--- config.mk ---
export PLATFORM = sky130hd
export DESIGN_NAME = expander_code_bit_flip_decoder_unit_flat
export DESIGN_NICKNAME = d
export VERILOG_FILES = /design/src/rtl/core/ecbf_pkg.sv /design/src/rtl/core/ecbf_if.sv /design/src/rtl/core/expander_code_bit_flip_decoder_unit.sv /design/src/rtl/core/ecbf_cell.sv /design/src/rtl/core/ecbf_row.sv /design/src/flat_wrapper.sv
export SDC_FILE = /design/constraint.sdc
export NUM_CORES = 2
export LEC_CHECK = 0
export BUFFER_PORTS_ARGS = -buffer_cell sky130_fd_sc_hd__buf_4
export CORE_UTILIZATION = 40
export CTS_CLUSTER_SIZE = 16
export DETAILED_ROUTE_END_ITERATION = 16
export SLEW_MARGIN = 5
export SYNTH_ARGS = -nofsm -noshare
export SYNTH_HDL_FRONTEND = slang
export SYNTH_SLANG_ARGS = --single-unit
--- constraint.sdc ---
create_clock -name clk -period 4.8 [get_ports clk]
set_input_delay 0.72 -clock clk [delete_from_list [all_inputs] [get_ports clk]]
set_output_delay 0.72 -clock clk [all_outputs]
set_load 0.1 [all_outputs]
--- src/rtl/core/ecbf_pkg.sv ---
// shared types and constants for the bit-flip decoder
package ecbf_pkg;
  localparam int MAX_BITS   = 64;
  localparam int MAX_CHECKS = 32;
  localparam int BIT_W      = $clog2(MAX_BITS);
  localparam int ROW_W      = $clog2(MAX_CHECKS);
  localparam int CNT_W      = $clog2(MAX_CHECKS + 1);

  typedef enum logic [1:0] {
    CMD_LOAD_WORD = 2'd0,
    CMD_LOAD_ROW  = 2'd1,
    CMD_DECODE    = 2'd2,
    CMD_NONE      = 2'd3
  } cmd_t;

  typedef enum logic [1:0] {
    REG_BITS      = 2'd0,
    REG_CHECKS    = 2'd1,
    REG_THRESHOLD = 2'd2,
    REG_MAX_ITER  = 2'd3
  } reg_idx_t;

  typedef enum logic [2:0] {
    ST_IDLE,
    ST_PARITY,
    ST_COUNT,
    ST_DECIDE,
    ST_OUT
  } state_t;

  // control from the sequencer into the cell row
  typedef struct packed {
    logic             clear;
    logic             shift;
    logic             parity_en;
  } cell_ctl_t;
endpackage

--- src/rtl/core/ecbf_if.sv ---
// valid/ready channel interfaces for the decoder
interface ecbf_in_if;
  logic        valid;
  logic        ready;
  logic [1:0]  command;
  logic [4:0]  row_index;
  logic [63:0] data_word;
  modport source (output valid, command, row_index, data_word, input ready);
  modport sink (input valid, command, row_index, data_word, output ready);
endinterface

interface ecbf_out_if;
  logic        valid;
  logic        ready;
  logic [63:0] decoded_word;
  logic        success;
  logic [15:0] flips_done;
  modport source (output valid, decoded_word, success, flips_done, input ready);
  modport sink (input valid, decoded_word, success, flips_done, output ready);
endinterface

interface ecbf_cfg_if;
  logic        valid;
  logic        ready;
  logic [1:0]  index;
  logic [15:0] data;
  modport source (output valid, index, data, input ready);
  modport sink (input valid, index, data, output ready);
endinterface

--- src/rtl/core/expander_code_bit_flip_decoder_unit.sv ---
// top level of the bit-flipping parity-check decoder
// Usage:
//   in_*  : one transaction per command. load word and load row give no
//           result; decode gives one result on out_*.
//   cfg_* : register writes, always accepted; write only while no decode
//           is in flight.
//   A decode runs rounds. Each round: m rows of parity (registered row
//   read), m rows of per-bit counting into a row of 64 cells, then the
//   cells shifting past a max/argmax tracker, then one decide step.
//   out_valid rises after flips + 1 rounds.
//   One item is worked on at a time; in_ready is low during a decode.
//   Reset clears the word, registers (64, 32, 16, 256) and control;
//   matrix rows are undefined until written.
//   While out_ready is low the result is held and no new item is taken.
module expander_code_bit_flip_decoder_unit import ecbf_pkg::*; (
  input  logic       clk,
  input  logic       rst_n,
  ecbf_in_if.sink    in_ch,
  ecbf_out_if.source out_ch,
  ecbf_cfg_if.sink   cfg_ch
);
  logic [6:0]  bits_r;
  logic [5:0]  checks_r;
  logic [5:0]  thr_r;
  logic [15:0] maxit_r;
  logic [63:0] word_r;
  logic [MAX_BITS-1:0] mat [MAX_CHECKS];
  logic [MAX_CHECKS-1:0] status_r;
  state_t state_r, state_nxt;
  logic [ROW_W-1:0] row_r;
  logic [BIT_W:0] scan_r;
  logic [CNT_W-1:0] top_r;
  logic [BIT_W-1:0] best_r;
  logic [15:0] flips_r;
  logic [MAX_BITS-1:0] mask_r, row_q;
  logic [ROW_W:0] m_r;
  logic out_valid_r, succ_r;
  cell_ctl_t ctl;
  logic [CNT_W-1:0] head;
  logic in_acc, last_row;

  assign cfg_ch.ready = 1'b1;
  assign in_ch.ready  = (state_r == ST_IDLE) && !out_valid_r;
  assign in_acc = in_ch.valid && in_ch.ready;
  assign last_row = ({1'b0, row_r} == m_r - 1'b1);

  // config registers
  always_ff @(posedge clk) begin
    if (!rst_n) begin
      bits_r <= 7'd64; checks_r <= 6'd32; thr_r <= 6'd16; maxit_r <= 16'd256;
    end else if (cfg_ch.valid) begin
      case (reg_idx_t'(cfg_ch.index))
        REG_BITS:      bits_r   <= cfg_ch.data[6:0];
        REG_CHECKS:    checks_r <= cfg_ch.data[5:0];
        REG_THRESHOLD: thr_r    <= cfg_ch.data[5:0];
        REG_MAX_ITER:  maxit_r  <= cfg_ch.data;
        default: ;
      endcase
    end
  end

  // matrix memory, one row read per cycle
  always_ff @(posedge clk) begin
    if (in_acc && cmd_t'(in_ch.command) == CMD_LOAD_ROW) mat[in_ch.row_index] <= in_ch.data_word;
    row_q <= mat[row_r];
  end

  // sequencer state
  always_ff @(posedge clk) begin
    if (!rst_n) state_r <= ST_IDLE;
    else state_r <= state_nxt;
  end

  logic last_scan, stop;
  assign last_scan = (scan_r == (BIT_W+1)'(MAX_BITS - 1));
  assign stop = (top_r == '0) || (top_r < thr_r) || (flips_r >= maxit_r);

  always_comb begin
    state_nxt = state_r;
    ctl = '0;
    case (state_r)
      ST_IDLE:   if (in_acc && cmd_t'(in_ch.command) == CMD_DECODE) state_nxt = ST_PARITY;
      ST_PARITY: if (last_row && scan_r[0]) begin
        state_nxt = ST_COUNT; ctl.clear = 1'b1;
      end
      ST_COUNT: begin
        ctl.parity_en = scan_r[0];
        if (last_row && scan_r[0]) state_nxt = ST_DECIDE;
      end
      ST_DECIDE: begin
        ctl.shift = 1'b1;
        if (last_scan) state_nxt = ST_OUT;
      end
      ST_OUT: state_nxt = stop ? ST_IDLE : ST_PARITY;
      default: state_nxt = ST_IDLE;
    endcase
  end

  ecbf_row u_row (.clk(clk), .ctl(ctl), .inc_vec(row_q & mask_r & {MAX_BITS{status_r[row_r]}}),
    .head_cnt(head));

  // datapath: row pointer (each row held while its registered read lands), scan
  always_ff @(posedge clk) begin
    if (!rst_n) begin
      out_valid_r <= 1'b0; word_r <= '0; row_r <= '0; scan_r <= '0;
      status_r <= '0; flips_r <= '0;
    end else begin
      if (out_ch.valid && out_ch.ready) out_valid_r <= 1'b0;
      if (in_acc && cmd_t'(in_ch.command) == CMD_LOAD_WORD) word_r <= in_ch.data_word;
      if (in_acc && cmd_t'(in_ch.command) == CMD_DECODE) begin
        flips_r <= '0;
        m_r <= (checks_r == 0) ? (ROW_W+1)'(1)
               : (checks_r > 6'(MAX_CHECKS)) ? (ROW_W+1)'(MAX_CHECKS)
               : checks_r[ROW_W:0];
        mask_r <= (bits_r == 0) ? 64'd1 : (bits_r >= 7'd64) ? '1
                  : ((64'd1 << bits_r) - 64'd1);
        status_r <= '0; row_r <= '0; scan_r <= '0;
      end
      case (state_r)
        ST_PARITY, ST_COUNT: begin
          if (scan_r[0]) begin
            if (state_r == ST_PARITY)
              status_r[row_r] <= ^(row_q & mask_r & word_r);
            row_r <= last_row ? '0 : row_r + 1'b1;
          end
          scan_r <= last_row && scan_r[0] ? '0 : {BIT_W'(0), ~scan_r[0]};
          top_r <= '0; best_r <= '0;
        end
        ST_DECIDE: begin
          if (head > top_r) begin top_r <= head; best_r <= scan_r[BIT_W-1:0]; end
          scan_r <= last_scan ? '0 : scan_r + 1'b1;
        end
        ST_OUT: begin
          if (stop) begin
            out_valid_r <= 1'b1; succ_r <= (top_r == '0);
          end else begin
            word_r[best_r] <= ~word_r[best_r];
            flips_r <= flips_r + 16'd1;
            status_r <= '0;
          end
        end
        default: ;
      endcase
    end
  end

  assign out_ch.valid = out_valid_r;
  assign out_ch.decoded_word = word_r & mask_r;
  assign out_ch.success = succ_r;
  assign out_ch.flips_done = flips_r;

`ifndef SYNTHESIS
  a_no_in_busy: assert property (@(posedge clk) disable iff (!rst_n)
    (state_r != ST_IDLE) |-> !in_ch.ready) else $error("input taken during decode");
  a_flip_bound: assert property (@(posedge clk) disable iff (!rst_n)
    out_valid_r |-> (flips_r <= maxit_r)) else $error("flip count past bound");
  a_success: assert property (@(posedge clk) disable iff (!rst_n)
    (out_valid_r && succ_r) |-> (top_r == '0)) else $error("success with unsatisfied bit");
`endif
endmodule

--- src/rtl/core/ecbf_cell.sv ---
// one variable-bit cell: counts unsatisfied checks for its bit
module ecbf_cell import ecbf_pkg::*; (
  input  logic             clk,
  input  logic             clear,
  input  logic             inc,
  input  logic             shift,
  input  logic [CNT_W-1:0] cnt_in,
  output logic [CNT_W-1:0] cnt_out
);
  logic [CNT_W-1:0] cnt_r;

  // accumulate during count pass, pass to neighbor during scan
  always_ff @(posedge clk) begin
    if (clear) cnt_r <= '0;
    else if (shift) cnt_r <= cnt_in;
    else if (inc) cnt_r <= cnt_r + CNT_W'(1);
  end
  assign cnt_out = cnt_r;
endmodule

--- src/rtl/core/ecbf_row.sv ---
// row of counting cells shifting toward bit zero
module ecbf_row import ecbf_pkg::*; (
  input  logic                clk,
  input  cell_ctl_t           ctl,
  input  logic [MAX_BITS-1:0] inc_vec,
  output logic [CNT_W-1:0]    head_cnt
);
  logic [CNT_W-1:0] c [MAX_BITS+1];
  assign c[MAX_BITS] = '0;

  for (genvar j = 0; j < MAX_BITS; j++) begin : g_cell
    ecbf_cell u_cell (
      .clk(clk), .clear(ctl.clear), .inc(inc_vec[j] & ctl.parity_en),
      .shift(ctl.shift), .cnt_in(c[j+1]), .cnt_out(c[j])
    );
  end
  assign head_cnt = c[0];
endmodule
--- src/flat_wrapper.sv ---
// flat-port wrapper written by rule: the top's interface ports become plain ports
module expander_code_bit_flip_decoder_unit_flat import ecbf_pkg::*;
  (clk, rst_n, in_ch_valid, in_ch_command, in_ch_row_index, in_ch_data_word, in_ch_ready, out_ch_valid, out_ch_decoded_word, out_ch_success, out_ch_flips_done, out_ch_ready, cfg_ch_valid, cfg_ch_index, cfg_ch_data, cfg_ch_ready);
  ecbf_in_if in_ch_i ();
  ecbf_out_if out_ch_i ();
  ecbf_cfg_if cfg_ch_i ();
  input  logic clk;
  input  logic rst_n;
  input wire logic [$bits(in_ch_i.valid)-1:0] in_ch_valid;
  input wire logic [$bits(in_ch_i.command)-1:0] in_ch_command;
  input wire logic [$bits(in_ch_i.row_index)-1:0] in_ch_row_index;
  input wire logic [$bits(in_ch_i.data_word)-1:0] in_ch_data_word;
  output wire logic [$bits(in_ch_i.ready)-1:0] in_ch_ready;
  output wire logic [$bits(out_ch_i.valid)-1:0] out_ch_valid;
  output wire logic [$bits(out_ch_i.decoded_word)-1:0] out_ch_decoded_word;
  output wire logic [$bits(out_ch_i.success)-1:0] out_ch_success;
  output wire logic [$bits(out_ch_i.flips_done)-1:0] out_ch_flips_done;
  input wire logic [$bits(out_ch_i.ready)-1:0] out_ch_ready;
  input wire logic [$bits(cfg_ch_i.valid)-1:0] cfg_ch_valid;
  input wire logic [$bits(cfg_ch_i.index)-1:0] cfg_ch_index;
  input wire logic [$bits(cfg_ch_i.data)-1:0] cfg_ch_data;
  output wire logic [$bits(cfg_ch_i.ready)-1:0] cfg_ch_ready;
  assign in_ch_i.valid = in_ch_valid;
  assign in_ch_i.command = in_ch_command;
  assign in_ch_i.row_index = in_ch_row_index;
  assign in_ch_i.data_word = in_ch_data_word;
  assign in_ch_ready = in_ch_i.ready;
  assign out_ch_valid = out_ch_i.valid;
  assign out_ch_decoded_word = out_ch_i.decoded_word;
  assign out_ch_success = out_ch_i.success;
  assign out_ch_flips_done = out_ch_i.flips_done;
  assign out_ch_i.ready = out_ch_ready;
  assign cfg_ch_i.valid = cfg_ch_valid;
  assign cfg_ch_i.index = cfg_ch_index;
  assign cfg_ch_i.data = cfg_ch_data;
  assign cfg_ch_ready = cfg_ch_i.ready;
  expander_code_bit_flip_decoder_unit u_core (.clk(clk), .rst_n(rst_n), .in_ch(in_ch_i), .out_ch(out_ch_i), .cfg_ch(cfg_ch_i));
endmodule
==> summary.md <==
| Metric | Value |
|---|---|
| Status | complete, no violations |
| Leakage | between 40 and 50 nW |
| Crit start category | flip-flop |
| Sequential share of power | ~53% |
| XOR/XNOR Fraction of Synth Area | 2.12% |
| Internal power | 38.4 mW |
| Fin. max-slew vios | 0 |
| Post-layout util | a little under half |
| Endpoint type of the worst setup path | flip-flop |
| Via count | 68400 |
| Area leader, netlist | edfxtp_1 |
| Post-Synth Simple-Gate Area | 6.51% |
| Post-CTS setup repair buffer count | 0 |
| Global placer's final weighted congestion | about 0.9 |
| CP Data Required Time | 5280 ps |
| Mux cell area share after synthesis | between 10% and 20% |
| DIE WIDTH | 530 um |
| Unrepaired setup endpoints after global routing | no |
| Yosys reg bits | 2742 |
| DR iter-0 viols | 8372 |
| Pwr dens | 385 nW/um^2 |
| Cell area after synthesis | 112000 um^2 |
| Peak supply drop | about 0.29 mV |
| Largest net degree at the start of global routing | 148 |
| Switching power | 10.4 mW |
| Total clock sinks | 2742 |
| Fin. Hold Viols | 0 |
| Minimum clock period | 3720 ps |
| Max_cap viols | 0 |
| Post-DRT Antenna Nets | 0 |
| CTS buffer count | 294 |
| Area fraction of the dominant cell type after synthesis | a little under three fifths |
| Syn_area_per_cell | 15.7 um^2 |
| Chip Height | 530 um |
| Largest family of logic cells by synthesized area | multiplexers |
| Final nets | 7490 |
| Reg clk slew, reported paths | about 60 ps |
| Pre-Repair DR Iteration Count | 6 |
| Vias in the first global route | 66000 |
| Tot GR Track Use | 23.3% |
| Rows | about 190 |
| Clock buffer depth | 4 |
| CP Max Fanout | 23 |
| Primary FF master, synth | edfxtp_1 |
| Initial Utilization | 40.3% |
| Final instance area | 127000 um^2 |
| Area Overhead vs Synth | 13.8% |
| Synth Instances | 7120 |
| Post-CTS Resized | 0 |
| CTS root buf | clkbuf_16 |
| Clk_skew | 72.2 ps |
| CTS Hold Bufs | 0 |
| DRT Wirelength | 333000 um |
| First-pass GRT wire length | about 480000 um |
| Crit Path Class | flip-flop to flip-flop |
| Number of placed I/O pins | approximately 180 |
| Gr ovfl total | 0 |
| Hold Path Class | input port to flip-flop |
| Placed instance area | 118000 um^2 |
| Comb pwr share | 2.5% |
| Worst-skew pair later-pin latency | 880 ps |
| TritonCTS clock tree | built |
| Routed WL per cell | roughly 30 um |
| Slew @ Worst Pin | 1150 ps |
| Setup-failing EPs final | 0 |
| Synth top area cells | edfxtp_1, dfxtp_1, mux4_2, a22oi_1, a21oi_1 |
| Core box area | around 280000 um^2 |
| FMAX | 269 MHz |
| Rel. slew slack | 23.4% |
| Number of synthesized flops with an enable pin | 2131 |
| Post-Route Setup TNS | 0 ps |
| DP HPWL | 206000 um |
| I/O Buffers | 176 |
| H-tree depth | 5 |
| Initial antenna violation count | 35 |
| Number of synthesis warnings | 0 |
| Worst EP arrival | 4200 ps |
| Clock network power share | 44.8% |
| Final period utilization | about 77% |
| Adder-Cell Fraction of Synth Area | 1.12% |
| Sw Share | 21.3% |
| Complex-gate fraction of the synthesized area | 8.24% |
| Total die area | between 200000 and 300000 um^2 |
| Yosys cell types | 73 |
| Vias per Instance | 6.08 |
| DRC viols | 0 |
| Share of flip-flops with an asynchronous set or reset | 0% |
| Share of layout cells above drive strength 1 | 18.0% |
| Sequential area share after synthesis | slightly below 70% |
[final timing paths]
check / start / endpoint / slack, ps / cells after the start
setup / recovery: u_core.state_r[2] / u_core.mat[17][46] / 1080 / 8
hold / removal: cfg_ch_data[10] / u_core.maxit_r[10] / 160 / 3
setup reg to reg: u_core.state_r[2] / u_core.mat[17][46] / 1080 / 8
hold reg to reg: u_core.scan_r[6] / u_core.scan_r[6] / 460 / 2
[layout make-up]
cell class	instances	area, um^2
tap	3705	4640
timing repair buffer	328	2990
multi-input combinational	3879	33700
sequential	2742	76200
clock inverter	139	1120
fill	23900	150000
inverter	52	195
antenna	13	32.5
clock buffer	380	8030
[Yosys cell counts, types with 10 or more instances]
cell type and n:
nor4_1 10, nand2_1 278, mux4_2 522, and3_1 144
ha_1 99, nand3_2 11, nor3_1 77, buf_1 83
a32oi_1 13, a22oi_1 269, o22ai_1 12, o21ai_0 363
dfxtp_1 611, o41ai_1 32, nand4_1 132, clkbuf_1 334
a221oi_1 31, nand3_1 202, nor2_1 276, nor3b_1 74
nand2b_1 20, inv_1 52, mux2i_1 145, xnor2_1 124
edfxtp_1 2131, buf_2 21, a211oi_1 66, o311a_1 57
a221o_1 60, xor2_1 144, nand3b_1 17, o21ai_1 32
nor2b_1 19, and2_1 100, o31ai_1 34, a21oi_1 393
[power groups by stage]
stage / clock network, mW / logic, mW / registers [mW]
after floorplan: 0 / 0.561 / 26.2
after CTS: 22.2 / 1.24 / 25.7
after global routing: 23.1 / 1.30 / 25.7
after global placement: 0 / 1.20 / 26.2
final: 21.9 / 1.24 / 25.7
after detailed placement: 0 / 1.23 / 26.2
[worst max-delay path: stages (launching register included)]
cell	delay (ps)
dfxtp_1	550
nor4_4	540
nand2_1	220
nor2_1	170
nand2_1	70
nor2_1	350
nand2_1	380
nor2_4	550
buf_4	510
[through the flow]
step                      setup slack (ps)  hold slack, ps  power (mW)  instances
after floorplan                       43.7             412        26.7       7121
after global placement                1100             420        27.4      10700
after detailed placement              1080             440        27.4      10700
after CTS                             1090             111        49.1      11200
after global routing                   912             135        50.1      11200
final                                 1080             159        48.9      11200
[cells in the final DEF (no fill, tap or decap), types with 64 or more instances in the layout]
cell / n
edfxtp_1: 2131
dfxtp_1: 608
mux4_2: 522
a21oi_1: 393
o21ai_0: 362
clkbuf_16: 302
buf_4: 286
nand2_1: 276
a22oi_1: 269
nor2_1: 242
nand3_1: 202
mux2i_1: 145
xor2_1: 144
and3_1: 143
nand4_1: 132
xnor2_1: 123
and2_1: 100
ha_1: 99
nor3_1: 74
nor3b_1: 70
a211oi_1: 64
[layer usage]
metal | track usage, % | share of wire (%) | vias to the layer above
li1 | - | - | 28800
met1 | 33.2 | 42 | 35800
met2 | 36.8 | 47 | 3220
met3 | 3.30 | 8.3 | 516
met4 | 7.39 | 3.3 | 0
met5 | 0 | 0 | -
[kinds of logic after synthesis]
group | after synthesis
DFF | 2742
AOI/OAI and AO/OA | 1431
and+or+nand+nor | 1403
muxes | 674
buffers and inverters | 500
xor gates and xnor gates | 269
adders and majority gates | 100
other | 1
[registers in the layout (all words and copies together), names as in the netlist]
name and cells:
u_core.thr_r 6, u_core.best_r 6, u_core.bits_r 7, u_core.out_ch.valid 1, u_core.out_ch.success 1, u_core.m_r 6
u_core.top_r 6, u_core.row_r 5, u_core.mat 2048, u_core.checks_r 6, u_core.u_row.g_cell.u_cell.cnt_out 384, u_core.row_q 64
u_core.mask_r 64, u_core.word_r 64, u_core.maxit_r 16, u_core.status_r 32, u_core.out_ch.flips_done 16, u_core.state_r 3
u_core.scan_r 7
Note: power is estimated with default switching activity, not from simulation.
